--- src/design/tli_pkg.sv ---
// tli_pkg: shared types, codes and constants for the timelapse intervalometer
// no dependencies
`timescale 1ns / 1ps

package tli_pkg;

   localparam int unsigned DEBOUNCE_W = 8;
   localparam int unsigned SHUTTER_W  = 12;
   localparam int unsigned BLINK_W    = 12;
   localparam int unsigned TPS_W      = 16;
   localparam int unsigned INTERVAL_W = 8;
   localparam int unsigned PHASE_W    = 16;
   localparam int unsigned SECS_W     = 14;
   localparam int unsigned CSR_IDX_W  = 2;
   localparam int unsigned CSR_DATA_W = 16;

   localparam logic [DEBOUNCE_W-1:0] DEBOUNCE_RST = 8'd25;
   localparam logic [SHUTTER_W-1:0]  SHUTTER_RST  = 12'd300;
   localparam logic [BLINK_W-1:0]    BLINK_RST    = 12'd1000;
   localparam logic [TPS_W-1:0]      TPS_RST      = 16'd1000;

   localparam logic [SECS_W-1:0]     SECONDS_MAX  = 14'd16383;
   localparam logic [INTERVAL_W-1:0] PLUS_ONE     = 8'd1;
   localparam logic [INTERVAL_W-1:0] PLUS_TEN     = 8'd10;

   localparam int unsigned MINUTE_SECONDS_DEF = 60;

   typedef enum logic [2:0] {
      MODE_PICK        = 3'd0,
      MODE_SET         = 3'd1,
      MODE_BLINK_START = 3'd2,
      MODE_PULSE       = 3'd3,
      MODE_WAIT        = 3'd4,
      MODE_BLINK_END   = 3'd5
   } mode_type;

   typedef enum logic [CSR_IDX_W-1:0] {
      CSR_DEBOUNCE = 2'd0,
      CSR_SHUTTER  = 2'd1,
      CSR_BLINK    = 2'd2,
      CSR_TPS      = 2'd3
   } csr_index_type;

   typedef struct packed {
      logic press_first;
      logic press_second;
      logic press_start;
   } req_type;

   typedef struct packed {
      logic                  shutter_out;
      logic                  led_out;
      logic [2:0]            mode_now;
      logic [INTERVAL_W-1:0] interval_now;
      logic                  unit_is_minutes;
   } rsp_type;

   typedef struct packed {
      logic first;
      logic second;
      logic start;
      logic qual;
   } btn_type;

   typedef struct packed {
      logic [DEBOUNCE_W-1:0] debounce_ticks;
      logic [SHUTTER_W-1:0]  shutter_ticks;
      logic [BLINK_W-1:0]    blink_half_ticks;
      logic [TPS_W-1:0]      ticks_per_second;
   } cfg_type;

endpackage

--- src/design/tli_debounce.sv ---
// tli_debounce: press qualifier for one button, with release lockout
// depends on tli_pkg
`timescale 1ns / 1ps

module tli_debounce (
   input  logic                           clock,
   input  logic                           reset,
   input  logic                           step,
   input  logic                           press,
   input  logic [tli_pkg::DEBOUNCE_W-1:0] debounce_ticks,
   output logic                           event_out,
   output logic                           qual_out
);
   import tli_pkg::*;

   logic [DEBOUNCE_W-1:0] count_ff, count_in;
   logic                  hold_ff, hold_in;
   logic [DEBOUNCE_W:0]   count_next;

   assign count_next = {1'b0, count_ff} + 1'b1;

   always_comb begin
      count_in  = count_ff;
      hold_in   = hold_ff;
      event_out = 1'b0;
      qual_out  = 1'b0;
      if (!press) begin
         count_in = '0;
         hold_in  = 1'b0;
      end else if (!hold_ff) begin
         qual_out = 1'b1;
         if (count_next >= {1'b0, debounce_ticks}) begin
            event_out = 1'b1;
            hold_in   = 1'b1;
            count_in  = '0;
         end else begin
            count_in = count_next[DEBOUNCE_W-1:0];
         end
      end
   end

   always_ff @(posedge clock) begin
      if (reset) begin
         count_ff <= '0;
         hold_ff  <= 1'b0;
      end else if (step) begin
         count_ff <= count_in;
         hold_ff  <= hold_in;
      end
   end

endmodule

--- src/design/tli_ctrl.sv ---
// tli_ctrl: mode sequencer, interval setting, shutter and wait timing
// depends on tli_pkg; takes qualified button events from tli_debounce
`timescale 1ns / 1ps

module tli_ctrl #(
   parameter int unsigned MINUTE_SECONDS = tli_pkg::MINUTE_SECONDS_DEF
) (
   input  logic             clock,
   input  logic             reset,
   input  logic             step,
   input  tli_pkg::btn_type btn,
   input  tli_pkg::cfg_type cfg,
   output tli_pkg::rsp_type result
);
   import tli_pkg::*;

   localparam int unsigned MinW  = $clog2(MINUTE_SECONDS + 1);
   localparam int unsigned ProdW = INTERVAL_W + MinW;
   localparam int unsigned FullW = (ProdW > SECS_W) ? ProdW : SECS_W;

   mode_type              mode_ff, mode_in;
   logic                  unit_ff, unit_in;
   logic [INTERVAL_W-1:0] interval_ff, interval_in;
   logic [PHASE_W-1:0]    phase_ff, phase_in;
   logic [SECS_W-1:0]     secs_ff, secs_in;
   logic                  stop_ff, stop_in;

   logic [PHASE_W:0]      phase_next;
   logic [BLINK_W:0]      blink_total;
   logic                  run_mode;
   logic                  stop_mid;
   logic [FullW-1:0]      secs_full;
   logic [SECS_W-1:0]     secs_sat;
   logic                  shutter_q;
   logic                  led_q;

   assign phase_next  = {1'b0, phase_ff} + 1'b1;
   assign blink_total = {cfg.blink_half_ticks, 1'b0};
   assign run_mode    = (mode_ff == MODE_BLINK_START) || (mode_ff == MODE_PULSE) ||
                        (mode_ff == MODE_WAIT);
   assign stop_mid    = stop_ff | (run_mode & btn.start);

   always_comb begin
      if (unit_ff) begin
         secs_full = FullW'(interval_ff) * FullW'(MINUTE_SECONDS);
      end else begin
         secs_full = FullW'(interval_ff);
      end
      if (secs_full > FullW'(SECONDS_MAX)) begin
         secs_sat = SECONDS_MAX;
      end else begin
         secs_sat = secs_full[SECS_W-1:0];
      end
   end

   // next state
   always_comb begin
      mode_in     = mode_ff;
      unit_in     = unit_ff;
      interval_in = interval_ff;
      phase_in    = phase_ff;
      secs_in     = secs_ff;
      stop_in     = stop_mid;
      unique case (mode_ff)
         MODE_PICK: begin
            if (btn.first) begin
               unit_in = 1'b0;
               mode_in = MODE_SET;
            end else if (btn.second) begin
               unit_in = 1'b1;
               mode_in = MODE_SET;
            end
         end
         MODE_SET: begin
            if (btn.start) begin
               mode_in  = MODE_BLINK_START;
               phase_in = '0;
               stop_in  = 1'b0;
            end else begin
               interval_in = interval_ff + (btn.first ? PLUS_ONE : '0)
                                         + (btn.second ? PLUS_TEN : '0);
            end
         end
         MODE_BLINK_START: begin
            if (phase_next >= (PHASE_W+1)'(blink_total)) begin
               phase_in = '0;
               stop_in  = 1'b0;
               mode_in  = stop_mid ? MODE_BLINK_END : MODE_PULSE;
            end else begin
               phase_in = phase_next[PHASE_W-1:0];
            end
         end
         MODE_PULSE: begin
            if (phase_next >= (PHASE_W+1)'(cfg.shutter_ticks)) begin
               phase_in = '0;
               secs_in  = secs_sat;
               if (secs_sat == '0) begin
                  stop_in = 1'b0;
                  mode_in = stop_mid ? MODE_BLINK_END : MODE_PULSE;
               end else begin
                  mode_in = MODE_WAIT;
               end
            end else begin
               phase_in = phase_next[PHASE_W-1:0];
            end
         end
         MODE_WAIT: begin
            if (phase_next >= (PHASE_W+1)'(cfg.ticks_per_second)) begin
               phase_in = '0;
               if (secs_ff <= SECS_W'(1)) begin
                  secs_in = '0;
                  stop_in = 1'b0;
                  mode_in = stop_mid ? MODE_BLINK_END : MODE_PULSE;
               end else begin
                  secs_in = secs_ff - 1'b1;
               end
            end else begin
               phase_in = phase_next[PHASE_W-1:0];
            end
         end
         MODE_BLINK_END: begin
            if (phase_next >= (PHASE_W+1)'(blink_total)) begin
               interval_in = '0;
               mode_in     = MODE_SET;
               phase_in    = '0;
               stop_in     = 1'b0;
            end else begin
               phase_in = phase_next[PHASE_W-1:0];
            end
         end
         default: begin
            mode_in  = MODE_PICK;
            phase_in = '0;
         end
      endcase
   end

   // outputs
   always_comb begin
      shutter_q = (mode_ff == MODE_PULSE);
      led_q     = btn.qual;
      if ((mode_ff == MODE_BLINK_START) || (mode_ff == MODE_BLINK_END)) begin
         if (phase_ff >= PHASE_W'(cfg.blink_half_ticks)) begin
            led_q = 1'b1;
         end
      end
   end

   assign result.shutter_out     = shutter_q;
   assign result.led_out         = led_q;
   assign result.mode_now        = mode_ff;
   assign result.interval_now    = interval_in;
   assign result.unit_is_minutes = unit_in;

   always_ff @(posedge clock) begin
      if (reset) begin
         mode_ff     <= MODE_PICK;
         unit_ff     <= 1'b0;
         interval_ff <= '0;
         phase_ff    <= '0;
         secs_ff     <= '0;
         stop_ff     <= 1'b0;
      end else if (step) begin
         mode_ff     <= mode_in;
         unit_ff     <= unit_in;
         interval_ff <= interval_in;
         phase_ff    <= phase_in;
         secs_ff     <= secs_in;
         stop_ff     <= stop_in;
      end
   end

endmodule

--- src/design/timelapse_intervalometer.sv ---
// timelapse_intervalometer: top level with settings registers, item registers
// depends on tli_pkg, tli_debounce, tli_ctrl
`timescale 1ns / 1ps

// Each accepted item is one tick carrying three button levels; each tick
// produces exactly one result item. An item is captured in an input register,
// processed by the debouncers and the mode sequencer, and lands
// in a result register, so the block sustains one item per clock while
// rsp_ready is high; a low rsp_ready stalls the flow. Settings registers
// (csr_index 0 debounce, 1 shutter, 2 blink half, 3 ticks per second) are
// always ready and should only be written while no items are in flight.

module timelapse_intervalometer #(
   parameter int unsigned MINUTE_SECONDS = tli_pkg::MINUTE_SECONDS_DEF
) (
   input  logic                           clock,
   input  logic                           reset,
   input  logic                           req_valid,
   output logic                           req_ready,
   input  tli_pkg::req_type               req_data,
   output logic                           rsp_valid,
   input  logic                           rsp_ready,
   output tli_pkg::rsp_type               rsp_data,
   input  logic                           csr_valid,
   output logic                           csr_ready,
   input  logic [tli_pkg::CSR_IDX_W-1:0]  csr_index,
   input  logic [tli_pkg::CSR_DATA_W-1:0] csr_data
);
   import tli_pkg::*;

   cfg_type cfg_ff;
   logic    in_valid_ff;
   req_type in_data_ff;
   logic    out_valid_ff;
   rsp_type out_data_ff;
   logic    step;
   btn_type btn;
   rsp_type result;
   logic    qual_first, qual_second, qual_start;

   assign csr_ready = 1'b1;
   assign step      = in_valid_ff && (!out_valid_ff || rsp_ready);
   assign req_ready = !in_valid_ff || step;
   assign rsp_valid = out_valid_ff;
   assign rsp_data  = out_data_ff;

   always_ff @(posedge clock) begin
      if (reset) begin
         cfg_ff.debounce_ticks   <= DEBOUNCE_RST;
         cfg_ff.shutter_ticks    <= SHUTTER_RST;
         cfg_ff.blink_half_ticks <= BLINK_RST;
         cfg_ff.ticks_per_second <= TPS_RST;
      end else if (csr_valid && csr_ready) begin
         unique case (csr_index_type'(csr_index))
            CSR_DEBOUNCE: cfg_ff.debounce_ticks   <= csr_data[DEBOUNCE_W-1:0];
            CSR_SHUTTER:  cfg_ff.shutter_ticks    <= csr_data[SHUTTER_W-1:0];
            CSR_BLINK:    cfg_ff.blink_half_ticks <= csr_data[BLINK_W-1:0];
            CSR_TPS:      cfg_ff.ticks_per_second <= csr_data[TPS_W-1:0];
            default: ;
         endcase
      end
   end

   // input item register
   always_ff @(posedge clock) begin
      if (reset) begin
         in_valid_ff <= 1'b0;
      end else if (req_ready) begin
         in_valid_ff <= req_valid;
      end
   end

   always_ff @(posedge clock) begin
      if (req_valid && req_ready) begin
         in_data_ff <= req_data;
      end
   end

   tli_debounce u_deb_first (
      .clock          (clock),
      .reset          (reset),
      .step           (step),
      .press          (in_data_ff.press_first),
      .debounce_ticks (cfg_ff.debounce_ticks),
      .event_out      (btn.first),
      .qual_out       (qual_first)
   );

   tli_debounce u_deb_second (
      .clock          (clock),
      .reset          (reset),
      .step           (step),
      .press          (in_data_ff.press_second),
      .debounce_ticks (cfg_ff.debounce_ticks),
      .event_out      (btn.second),
      .qual_out       (qual_second)
   );

   tli_debounce u_deb_start (
      .clock          (clock),
      .reset          (reset),
      .step           (step),
      .press          (in_data_ff.press_start),
      .debounce_ticks (cfg_ff.debounce_ticks),
      .event_out      (btn.start),
      .qual_out       (qual_start)
   );

   assign btn.qual = qual_first | qual_second | qual_start;

   tli_ctrl #(
      .MINUTE_SECONDS (MINUTE_SECONDS)
   ) u_ctrl (
      .clock  (clock),
      .reset  (reset),
      .step   (step),
      .btn    (btn),
      .cfg    (cfg_ff),
      .result (result)
   );

   // result item register
   always_ff @(posedge clock) begin
      if (reset) begin
         out_valid_ff <= 1'b0;
      end else if (!out_valid_ff || rsp_ready) begin
         out_valid_ff <= step;
      end
   end

   always_ff @(posedge clock) begin
      if (step) begin
         out_data_ff <= result;
      end
   end

endmodule
--- config.mk ---
export PLATFORM = sky130hd
export DESIGN_NAME = timelapse_intervalometer
export DESIGN_NICKNAME = d
export VERILOG_FILES = /design/src/design/tli_pkg.sv /design/src/design/tli_debounce.sv /design/src/design/tli_ctrl.sv /design/src/design/timelapse_intervalometer.sv
export SDC_FILE = /design/constraint.sdc
export NUM_CORES = 1
export LEC_CHECK = 0
export ABC_AREA = 0
export BUFFER_PORTS_ARGS = -buffer_cell sky130_fd_sc_hd__buf_2
export CAP_MARGIN = 20
export CELL_PAD_IN_SITES_DETAIL_PLACEMENT = 1
export CELL_PAD_IN_SITES_GLOBAL_PLACEMENT = 1
export CORE_ASPECT_RATIO = 0.9
export CORE_MARGIN = 2
export CORE_UTILIZATION = 51
export DETAILED_ROUTE_END_ITERATION = 10
export PLACE_DENSITY_LB_ADDON = 0.1
export RECOVER_POWER = 25
export SYNTH_ARGS = -nofsm -noshare
export SYNTH_HDL_FRONTEND = slang
export SYNTH_SLANG_ARGS = --single-unit
--- constraint.sdc ---
create_clock -name clock -period 10.5 [get_ports clock]
set_input_delay 1.575 -clock clock [delete_from_list [all_inputs] [get_ports clock]]
set_output_delay 1.575 -clock clock [all_outputs]
set_load 0.01 [all_outputs]
# Word level (Yosys, flattened, before mapping)
# Index checks and enable logic that the tools add are counted.
[totals] register_bits=137 output_inout_bits=17 wordCells=159
[op_classes] add_sub_neg=7 multipliers=1 order_cmp=9 n_eq_ne=18 n_mux=69 bitwise=5 n_reduce_logical=24
[ops] cell="$mux W8" count=11
[ops] cell="$pmux W16 S5" count=1
[ops] cell="$mux W14" count=5
[ops] cell="$mux W16" count=4
[ops] cell="$mux W1" count=33
[ops] cell="$mux W3" count=10
[ops] cell="$pmux W14 S2" count=1
[ops] cell="$add A8 B1 Y9 const B" count=3
[ops] cell="$ge A9 B8 Y1" count=3
[ops] cell="$pmux W3 S6" count=1
[ops] cell="$add A16 B1 Y17 const B" count=1
[ops] cell="$ge A17 B12 Y1" count=1
[ops] cell="$ge A17 B13 Y1" count=1
[ops] cell="$ge A17 B16 Y1" count=1
[ops] cell="$add A8 B8 Y8" count=2
[ops] cell="$ge A16 B12 Y1" count=1
[ops] cell="$ne A2 B2 Y1 const B" count=8
[ops] cell="$pmux W8 S2" count=1
[ops] cell="$gt A14 B14 Y1 const B" count=1
[ops] cell="$le A14 B1 Y1 const B" count=1
[ops] cell="$logic_not A14 Y1" count=1
[ops] cell="$reduce_and A2 Y1" count=7
[ops] cell="$sub A14 B1 Y14 const B" count=1
[ops] cell="$mul A8 B4 Y12 const B" count=1
[ops] cell="other kinds (22)" count=33

# Depth between registers and ports, before layout
# Gate-level depths: netlist of run 1.
[depth] word_depth=11 ltp_mapped=18

# Cells and area by module
# Synthesis of run 1 repeated with hierarchy kept, for this count alone.
[unflattened] cells_unflattened=1093 area_unflattened_um2=9773.1
[modules_own_cells] mod="tli_ctrl" instances=1 cells_each=655 area_per_inst_um2=5114.9 seq_area_each_um2=860.8
[modules_own_cells] mod="timelapse_intervalometer" instances=1 cells_each=219 area_per_inst_um2=2563.7 seq_area_each_um2=1511.4
[modules_own_cells] mod="tli_debounce" instances=3 cells_each=73 area_per_inst_um2=698.2 seq_area_each_um2=180.2

# Least setup slack after synthesis of run 1
# Ideal clock, no wire load.
[synth_path] kind="register to register" start="reg u_ctrl.interval_ff[2]" end="reg u_ctrl.mode_ff[1]" setup_ps=86 t_arrival_ps=3721 path_slack_ps=6694 path_stages_with_launch=15 n_path_buf=1 synth_period_minus_slack_ps=3806 path_cell_list="dfxtp_1 > clkbuf_1 > inv_1 > fa_1 > fa_1 > inv_1 > ha_1 > nor2b_1 > o2111ai_1 > a32oi_1 > nor2_1 > or4b_1 > a21oi_1 > a41oi_1 > a211oi_1"
[synth_via] elab_chain_cells=8
[synth_lines] item="start, declared" line="tli_ctrl.sv:23" source="logic [INTERVAL_W-1:0] interval_ff, interval_in;"
[synth_lines] item="start signal, assigned" line="tli_ctrl.sv:166" source="interval_ff <= interval_in;"
[synth_lines] item="$mul A8 B4 Y12" line="tli_ctrl.sv:45" source="secs_full = FullW'(interval_ff) * FullW'(MINUTE_SECONDS);"
[synth_lines] item="$mux W14 *" line="tli_ctrl.sv:44" source="if (unit_ff) begin"
[synth_lines] item="$gt A14 B14 Y1" line="tli_ctrl.sv:49" source="if (secs_full > FullW'(SECONDS_MAX)) begin"
[synth_lines] item="$mux W14 *" line="tli_ctrl.sv:49"
[synth_lines] item="$logic_not A14 Y1 *" line="tli_ctrl.sv:97" source="if (secs_sat == '0) begin"
[synth_lines] item="$mux W3 *" line="tli_ctrl.sv:97"
[synth_lines] item="$mux W3 *" line="tli_ctrl.sv:94" source="if (phase_next >= (PHASE_W+1)'(cfg.shutter_ticks)) begin"
[synth_lines] item="$pmux W3 S6 *" line="tli_ctrl.sv:64" source="unique case (mode_ff)"
[synth_lines] item="end signal, assigned" line="tli_ctrl.sv:164" source="mode_ff <= mode_in;"
[synth_lines] item="end, declared" line="tli_ctrl.sv:21" source="mode_type mode_ff, mode_in;"
# Mark *: on every way between the ends. The rest lies on a longest branch, timed or not. The select of a mux whose other input is x is not followed.
# A chain may end at the register's enable or synchronous reset.

==> results of run 1 <==
worst register-to-register path: cells and delay by family (launching register included):
kind | cells | cell delay [ns]
AO/OA/AOI/OAI | 6 | 1.09
flip-flops | 1 | 0.40
AND/OR/NAND/NOR | 7 | 1.35
XOR/XNOR | 1 | 0.23
adder cells (fa/ha/maj) | 4 | 1.24
final timing paths:
path | depth (start not counted) | endpoint | startpoint
worst max register to register | 18 | rsp_data[7] | u_deb_first.count_ff[0]
worst min register to register | 2 | cfg_ff[35] | cfg_ff[35]
worst max-delay path | 4 | u_ctrl.phase_ff[13] | reset
worst min-delay path | 2 | cfg_ff[35] | cfg_ff[35]
area by class of cell:
class,count,share of cell area [%]
Clock buffer,19,4.553
Tap cell,240,2.946
Sequential cell,137,28.57
Timing Repair Buffer,47,2.295
Multi-Input combinational cell,865,57.58
Inverter,82,3.019
Clock inverter,13,1.031
cells by family after synthesis:
family	share of synthesized area, %
AND/OR/NAND/NOR	21.09
AO/OA/AOI/OAI	20.20
flip-flops	31.33
buffers and inverters	5.585
adder cells (fa/ha/maj)	16.74
XOR/XNOR	4.145
multiplexers	0.8747
other	0.04033
through the flow:
step	utilization, %	total power [uW]	setup WS, ns	hold WS [ns]
2_1_floorplan	-	611.5	6.694	0.4293
3_3_place_gp	54.36	638.0	6.089	0.4425
3_5_place_dp	54.36	641.9	6.034	0.4484
4_1_cts	57.57	1226	6.009	0.4581
5_1_grt	57.51	1259	3.751	0.4800
6_report	57.51	1218	4.240	0.4533
power by group:
| part | internal [uW] | switching (uW) |
|---|---|---|
| logic | 27.5 | 56.0 |
| clock network | 327 | 259 |
| registers | 542 | 6.69 |
per-layer routing:
layer	routed length [um]	GRT usage, %	vias to the layer above
li1	-	-	4054
met1	12730	38.83	4075
met2	12450	46.04	154
met3	1029	4.429	26
met4	325	6.311	0
met5	0	0	-
cells in the final DEF, fill, tap and decap left out, drive strengths merged, types with 15 or more instances in the layout:
cell type	count
a22oi	20
clkbuf	30
nand2	113
nand2b	17
o21ai	48
dfxtp	120
a21oi	87
edfxtp	17
a211oi	15
nor3	25
inv	88
xnor2	28
buf	36
nand3	32
nor2	125
a21o	22
xor2	16
ha	102
a211o	17
state kept, by name (all words and copies together), names as in the netlist, 3 cells and up:
| name | cells |
|---|---|
| u_deb_second.count_ff | 8 |
| cfg_ff | 48 |
| in_data_ff | 3 |
| u_ctrl.mode_ff | 3 |
| u_ctrl.secs_ff | 14 |
| u_deb_start.count_ff | 8 |
| u_ctrl.phase_ff | 16 |
| u_deb_first.count_ff | 8 |
| rsp_data | 14 |
| u_ctrl.interval_ff | 8 |
==> summary.md, run 1 <==
| Metric | Value |
|---|---|
| Critical path's top delay family | `buffers and inverters` |
| Initial antenna violation count | `0` |
| Arrival time at the worst endpoint | `6.58 ns` |
| Layout Cells excl Fill | `1,403` |
| Cell Area, Placed | `0.009637 mm2` |
| Most used cell along the critical path | `clkbuf_1` |
| Global placement routability congestion | `0.9011` |
| F_max | `0.1598 GHz` |
| Least-Margin Pin Slew | `2.824 ns` |
| Placed cell count | `1,370` |
| Max incr delay on CP | `2.09 ns` |
| Crit share post-route | `59.61%` |
| Netlist cell types | `70` |
| Post-Syn Instances | `1,132` |
| Synthesized flop and latch total | `137` |
| Area delta synth->final | `9.649%` |
| Final #Nets | `1,292` |
| H-tree depth | `4` |
| Port bufs | `41` |
| CP Data Required Time | `10.82 ns` |
| Worst Setup Start Kind | `primary input` |
| Yosys top cell area share | `25.84%` |
| WS Path Type | `primary input to register` |
| Hold/Removal Path Class | `register to register` |
| Clk sinks | `137` |
| First-pass GRT wire length | `43.97 mm` |
| Synth warn | `0` |
| Number of synthesized flops with an enable pin | `17` |
| Syn Nets | `1,274` |
| Seq. cell area | `0.002913 mm2` |
| Worst Setup End Kind | `register` |
| Hold Vio Cnt, Final | `0` |
| Die width | `146.3 um` |
| Post-synth top cells | `nor2_1, dfxtp_1, nand2_1` |
| WP buf/inv | `2` |
| DIE HEIGHT | `132.1 um` |
| Cell taking the most area after synthesis | `dfxtp_1` |
| Top-count cell post-synth | `nor2_1` |
| TritonCTS clock tree | `yes` |
| Final setup vio count | `0` |
| Fillers | `2,213` |
| Total track usage | `27.95%` |
| Clk_lat worst skew | `0.44 ns` |
| CTS buffer count | `17` |
| WL/cell | `18.91 um` |
| Maximum Capacitance Violations | `2` |
| Dominant synthesized flop cell | `dfxtp_1` |
| Mapped Area | `0.009298 mm2` |
| RSZ-0062 raised after global routing | `no` |
| Top post-synthesis cells by area | `dfxtp_1, ha_1, edfxtp_1` |
| Pwr/cell area | `119.4 mW/mm2` |
| Core area | `0.01773 mm2` |
| Post-Layout Inst Area | `0.01019 mm2` |
| Clk_skew | `0.01746 ns` |
| Antenna cells | `0` |
| DIE AREA | `0.01933 mm2` |
| Post-route ant nets | `0` |
| Synthesized area per cell | `8.213 um2` |
| Final HPWL DP | `19.35 mm` |
| Setup TNS | `0 ns` |
| Initial DRC Count | `438` |
| Post-synth ARST share | `0%` |
| Hold_buf cts | `0` |
| R2r setup slk | `6.04 ns` |
| Largest net degree at the start of global routing | `63` |
| Post-synthesis sequential area ratio | `31.33%` |
| Num ports | `43` |
| Via Count | `8,309` |
| Post-Route WL | `26.54 mm` |
| Reg clk slew, reported paths | `0.06 ns` |
| Gr ovfl total | `0` |
| Via-to-Cell Ratio | `5.922` |
| P_leak | `0.004391 uW` |
| Worst slew margin | `-88.29%` |
| Share of layout cells above drive strength 1 | `7.137%` |
| Multi-input combinational cell area | `0.005871 mm2` |
| Max-slew violations | `108` |
| VDD IR max | `111.5 uV` |
| Drt first pass iters | `5` |
| Max FO, Critical Path | `62` |
| Post-CTS Setup Inserts | `0` |
| CP max-delay cell | `clkbuf_1` |
| Failing checks | `capacitance limit, slew limit` |
| Status | `complete, but fails checks` |
| Post-CTS sizing | `0` |
| Post-route minimum period | `6.260 ns` |
| Vias in the first global route | `8,486` |
| Rows | `46` |
| Worst path cell trace | `clkbuf_1 -> clkbuf_1 -> nor2_1 -> a32o_1` |
| Clock Root Buffer | `clkbuf_16` |
| Residual DRC | `0` |
| Longest Clk Path Bufs | `2` |
| Initial Utilization | `52.45%` |
Power figures use the tool's default switching activity.
==> run 2, diff against run 1 <==
--- a/config.mk
+++ b/config.mk
@@ -12,7 +12,7 @@
 export CELL_PAD_IN_SITES_GLOBAL_PLACEMENT = 1
 export CORE_ASPECT_RATIO = 0.9
 export CORE_MARGIN = 2
-export CORE_UTILIZATION = 51
+export CORE_UTILIZATION = 43
 export DETAILED_ROUTE_END_ITERATION = 10
 export PLACE_DENSITY_LB_ADDON = 0.1
 export RECOVER_POWER = 25
==> constraint.sdc (replaced) <==
create_clock -name clock -period 5.5 [get_ports clock]
set_input_delay 0.825 -clock clock [delete_from_list [all_inputs] [get_ports clock]]
set_output_delay 0.825 -clock clock [all_outputs]
set_load 0.01 [all_outputs]
==> run 2 against run 1 <==
Final cell count is 3.5% higher; sequential power is 92% higher; power is 88% higher; non-clock buffer count is 2 lower; die area is 18% higher; largest power group unchanged; clock power is 86% higher; setup slack worse by 3.3 ns; worst hold slack better by 0.0025 ns; register-to-register slack worse by 4.9 ns; the flow still finishes with violations (capacitance limit, slew limit); combinational power is 87% higher; flip-flop and latch count stayed put; global-route usage is 5.1 points lower.
==> summary.md, run 2 (synthesis gave the netlist of run 1 again) <==
| Metric | Value |
|---|---|
| P_leak | `0.004381 uW` |
| Initial Utilization | `43.36%` |
| Final worst slack | `0.8937 ns` |
| Routing usage on met2 | `37.30%` |
| CP max-delay cell | `clkbuf_1` |
| Residual DRC | `0` |
| Regs by FF count | `cfg_ff x48, u_ctrl.phase_ff x16` |
| RSZ-0062 raised after global routing | `no` |
| GR Util met3 | `3.319%` |
| Total chip power | `2293 uW` |
| Final setup vio count | `0` |
| Crit share post-route | `83.75%` |
| Leading cell type in the layout, fill and taps excluded | `nor2_1` |
| WP buf/inv | `2` |
| CTS buffer count | `17` |
| First-pass GRT wire length | `41.80 mm` |
| Gr ovfl total | `0` |
| Post-route minimum period | `4.606 ns` |
| Met1 Track Usage GR | `32.25%` |
| Maximum Capacitance Violations | `1` |
| Failing checks | `capacitance limit, slew limit` |
| Worst Setup End Kind | `register` |
| Port bufs | `41` |
| Post-CTS Setup Inserts | `0` |
| Least-Margin Pin Slew | `3.839 ns` |
| Via Count | `8,143` |
| Initial DRC Count | `394` |
| Post-Route WL | `25.89 mm` |
| GR peak layer | `met2` |
| Status | `complete, but fails checks` |
| Reg clk slew, reported paths | `0.07 ns` |
| Worst slew margin | `-155.9%` |
| Total track usage | `22.85%` |
| Longest Clk Path Bufs | `2` |
| Most used cell along the critical path | `clkbuf_1` |
| Worst hold stages | `2` |
| Clk_skew | `0.01368 ns` |
| Antenna cells | `0` |
| Clk sinks | `137` |
| Core area | `0.02144 mm2` |
| Share of layout cells above drive strength 1 | `7.063%` |
| DP Worst Slack | `1.189 ns` |
| Critical path's top delay family | `buffers and inverters` |
| Max-slew violations | `81` |
| Num ports | `43` |
| Setup TNS | `0 ns` |
| Final #Nets | `1,290` |
| Post-route ant nets | `0` |
| Min-delay src | `cfg_ff[1]` |
| H-tree depth | `4` |
| Hold/Removal Path Class | `register to register` |
| Max FO, Critical Path | `80` |
| F_max | `0.2171 GHz` |
| Clock Root Buffer | `clkbuf_16` |
| Vias in the first global route | `7,853` |
| Worst Setup Start Kind | `primary input` |
| Hold_buf cts | `0` |
| Biggest register | `cfg_ff` |
| Reg2Reg Depth | `13` |
| Via-to-Cell Ratio | `5.608` |
| Finished Core Util | `47.70%` |
| Post-CTS sizing | `0` |
| Reg-to-Reg Start | `u_ctrl.phase_ff[0]` |
| Global placement routability congestion | `0.8615` |
| Rows | `51` |
| Final HPWL DP | `19.61 mm` |
| Largest net degree at the start of global routing | `81` |
| Die width | `159 um` |
| DIE AREA | `0.02282 mm2` |
| Max incr delay on CP | `2.78 ns` |
| VDD IR max | `193.9 uV` |
| Area delta synth->final | `9.999%` |
| Largest register FFs | `48` |
| R2r setup slk | `1.12 ns` |
| WL/cell | `17.83 um` |
| DIE HEIGHT | `143.5 um` |
| Start point of the critical path | `reset` |
| Drt first pass iters | `4` |
| Hold Vio Cnt, Final | `0` |
| TritonCTS clock tree | `yes` |
| Arrival time at the worst endpoint | `4.75 ns` |
| Commonest non-fill, non-tap cells in the layout | `nor2_1, dfxtp_1, nand2_1` |
| Pwr/cell area | `224.2 mW/mm2` |
| Worst hold slack | `0.4558 ns` |
| CP Data Required Time | `5.65 ns` |
| Initial antenna violation count | `0` |
| Worst path cell trace | `clkbuf_1 -> clkbuf_1 -> nor2_1` |
| Clk_lat worst skew | `0.43 ns` |
| Worst path depth | `3` |
| WS Path Type | `primary input to register` |
==> run 2: final timing paths <==
path | end
setup / recovery | u_deb_second.count_ff[4]
hold / removal | cfg_ff[1]
setup reg to reg | u_ctrl.phase_ff[12]
hold reg to reg | cfg_ff[1]
==> run 2: final cells by class <==
type / instances / area [um2]
clock buffers: 18 / 439.2
clock inverters: 14 / 110.1
fillers: 2650 / 11210
inverters: 82 / 307.8
multi-input cells: 865 / 5876
flip-flops and latches: 137 / 2913
well taps: 291 / 364.1
repair buffers: 45 / 217.7
==> run 2: worst register-to-register path, cell delays in order, from the launching register on <==
cell and delay, ns:
dfxtp_1 0.51, ha_1 0.30, nand4_1 0.31, nor2_1 0.21
xor2_1 0.42, ha_1 0.34, a211oi_1 0.23, nor2_1 0.09
or4_1 0.49, o221ai_1 0.22, and3_1 0.30, a211o_1 0.38
nand2_1 0.22, o21ai_0 0.27
==> run 2: metal layers <==
layer  share of wire [%]  vias up
met3                 2.7       19
met4                0.87        0
met5                   0        -
met1                  51     3960
li1                    -     4065
met2                  46       99
==> run 2: per-stage QoR <==
step	area [um2]	std cells
after floorplan	9298	1132
after global placement	9698	1420
after detailed placement	9698	1420
after CTS	10250	1452
after global routing	10230	1452
final	10230	1452
==> run 2: power breakdown <==
group | switching [uW] | leakage, uW | internal (uW)
combinational | 104 | 0.00297 | 52.0
sequential | 12.1 | 0.00113 | 1030
clock | 492 | 0.000274 | 599
total | 608 | 0.00438 | 1690
==> run 3, diff against run 2 <==
==> constraint.sdc (replaced) <==
create_clock -name clock -period 4 [get_ports clock]
set_input_delay 0.6 -clock clock [delete_from_list [all_inputs] [get_ports clock]]
set_output_delay 0.6 -clock clock [all_outputs]
set_load 0.01 [all_outputs]
==> run 3 against run 2 <==
The flow now finishes without violations; first-iteration DRC count grew 18%; register-to-register slack got worse by 0.91 ns; setup slack lost 0.68 ns; clock skew about the same; flip-flop and latch count unchanged; non-clock buffer count is 38 higher; worst hold slack worse by 0.12 ns; power up 41%; core utilization increased by 2.1 points; largest cell class unchanged.
==> summary.md, run 3 (synthesis gave the netlist of run 1 again) <==
| Metric | Value |
|---|---|
| Final #Nets | `1,328` |
| Final HPWL DP | `19.98 mm` |
| First-pass GRT wire length | `42.79 mm` |
| Worst hold stages | `1` |
| Worst hold slack | `0.3400 ns` |
| Largest register FFs | `48` |
| Commonest non-fill, non-tap cells in the layout | `nor2_1, dfxtp_1, nand2_1` |
| Least-Margin Pin Slew | `0.9683 ns` |
| DIE AREA | `0.02282 mm2` |
| F_max | `0.2638 GHz` |
| WS Path Type | `register to register` |
| Biggest register | `cfg_ff` |
| Initial antenna violation count | `0` |
| Largest net degree at the start of global routing | `69` |
| TritonCTS clock tree | `yes` |
| Leading cell type in the layout, fill and taps excluded | `nor2_1` |
| Seq. cell area | `0.002918 mm2` |
| Post-Route WL | `26.44 mm` |
| Gr ovfl total | `0` |
| Fillers | `2,618` |
| Reg2Reg Depth | `15` |
| Reg-to-Reg Start | `u_ctrl.phase_ff[0]` |
| Maximum Capacitance Violations | `0` |
| Layout Cells excl Fill | `1,490` |
| Core area | `0.02144 mm2` |
| Pwr/cell area | `303.6 mW/mm2` |
| Die width | `159 um` |
| Antenna cells | `0` |
| Clk_skew | `0.01329 ns` |
| Drt first pass iters | `4` |
| DR top layer | `met4` |
| Min-delay src | `req_data[1]` |
| Residual DRC | `0` |
| P_leak | `0.004608 uW` |
| Worst Setup Start Kind | `register` |
| Wire length on met3 | `625 um` |
| Met2 wire len | `11.92 mm` |
| Regs by FF count | `cfg_ff x48, u_ctrl.phase_ff x16` |
| Reg clk slew, reported paths | `0.07 ns` |
| Post-route minimum period | `3.791 ns` |
| Clock Root Buffer | `clkbuf_16` |
| Crit share post-route | `94.78%` |
| Clk_lat worst skew | `0.43 ns` |
| RSZ-0062 raised after global routing | `no` |
| Initial DRC Count | `464` |
| WL/cell | `17.74 um` |
| Max FO, Critical Path | `9` |
| Global placement routability congestion | `0.8142` |
| Clk sinks | `137` |
| Multi-input combinational cell area | `0.005996 mm2` |
| Via-to-Cell Ratio | `5.519` |
| Max-slew violations | `0` |
| M1 WL | `13.71 mm` |
| R2r setup slk | `0.21 ns` |
| Total chip power | `3242 uW` |
| VDD IR max | `218.1 uV` |
| Placed cell count | `1,456` |
| Hold Vio Cnt, Final | `0` |
| Share of layout cells above drive strength 1 | `12.34%` |
| Total track usage | `23.35%` |
| Setup TNS | `0 ns` |
| Num ports | `43` |
| Reg2Reg Capture Point | `u_ctrl.phase_ff[12]` |
| Vias in the first global route | `8,166` |
| Worst slew margin | `35.21%` |
| Post-route ant nets | `0` |
| Hold_buf cts | `0` |
| CTS buffer count | `17` |
| Worst Setup End Kind | `register` |
| DIE HEIGHT | `143.5 um` |
| Status | `completed` |
| Arrival time at the worst endpoint | `4.09 ns` |
| Min-Delay Endpoint | `in_data_ff[1]` |
| Finished Core Util | `49.81%` |
| H-tree depth | `4` |
| Via Count | `8,223` |
| Initial Utilization | `43.36%` |
| Longest Clk Path Bufs | `2` |
| Final setup vio count | `0` |
| Port bufs | `41` |
| Rows | `51` |
| CP Data Required Time | `4.30 ns` |
| Area delta synth->final | `14.86%` |
| Hold/Removal Path Class | `primary input to register` |
==> run 3: how the worst max path moves through the flow <==
stage	startpoint	endpoint
after global routing	u_ctrl.interval_ff[2]	u_ctrl.mode_ff[1]
after detailed placement	u_ctrl.interval_ff[2]	u_ctrl.mode_ff[1]
after CTS	u_ctrl.interval_ff[2]	u_ctrl.mode_ff[1]
after global placement	u_ctrl.phase_ff[1]	u_ctrl.secs_ff[1]
after floorplan	u_ctrl.interval_ff[2]	u_ctrl.mode_ff[1]
final	u_ctrl.phase_ff[0]	u_ctrl.phase_ff[12]
==> run 3: what timing repair did <==
| item | in CTS | in global routing |
|---|---|---|
| setup endpoints to repair | 3 | 50 |
| buffers inserted | 0 | 1 |
| pin swaps | 2 | 5 |
| gates resized for setup | 6 | 25 |
==> run 3: final cells by class <==
class | instances | share of cell area (%)
repair buffers | 83 | 4.780
well taps | 291 | 3.409
flip-flops and latches | 137 | 27.32
multi-input cells | 865 | 56.15
inverters | 82 | 2.882
clock buffers | 17 | 3.984
clock inverters | 15 | 1.476
==> run 3: report_power, final <==
group	switching [uW]	internal, uW	leakage [uW]	total (uW)
combinational	145	75.1	0.00319	220
clock	705	879	0.000286	1580
sequential	16.8	1420	0.00113	1440
total	867	2380	0.00461	3240
==> run 3: worst max-delay path, cell delays in order (launching register included) <==
cell	delay, ns
dfxtp_1	0.43
ha_1	0.24
nand4_1	0.09
buf_4	0.17
nor3_1	0.18
xnor2_1	0.23
inv_1	0.15
ha_1	0.31
nand4_1	0.21
nor4_1	0.32
o21ai_0	0.18
and3b_2	0.28
nor2b_1	0.16
a211o_1	0.39
nand2_1	0.23
o21ai_0	0.09
==> run 3: per-stage QoR <==
stage	setup WS, ns	instance area (um2)
after CTS	0.004738	10580
after global placement	0.1175	9968
after floorplan	0.1939	9298
after global routing	0.01174	10680
after detailed placement	-0.04421	9968
final	0.2090	10680
==> run 3: per-layer routing <==
| layer | track usage (%) | up-vias |
|---|---|---|
| met1 | 33.22 | 3985 |
| met5 | 0 | - |
| met2 | 37.94 | 92 |
| met4 | 4.593 | 0 |
| li1 | - | 4132 |
| met3 | 3.463 | 14 |
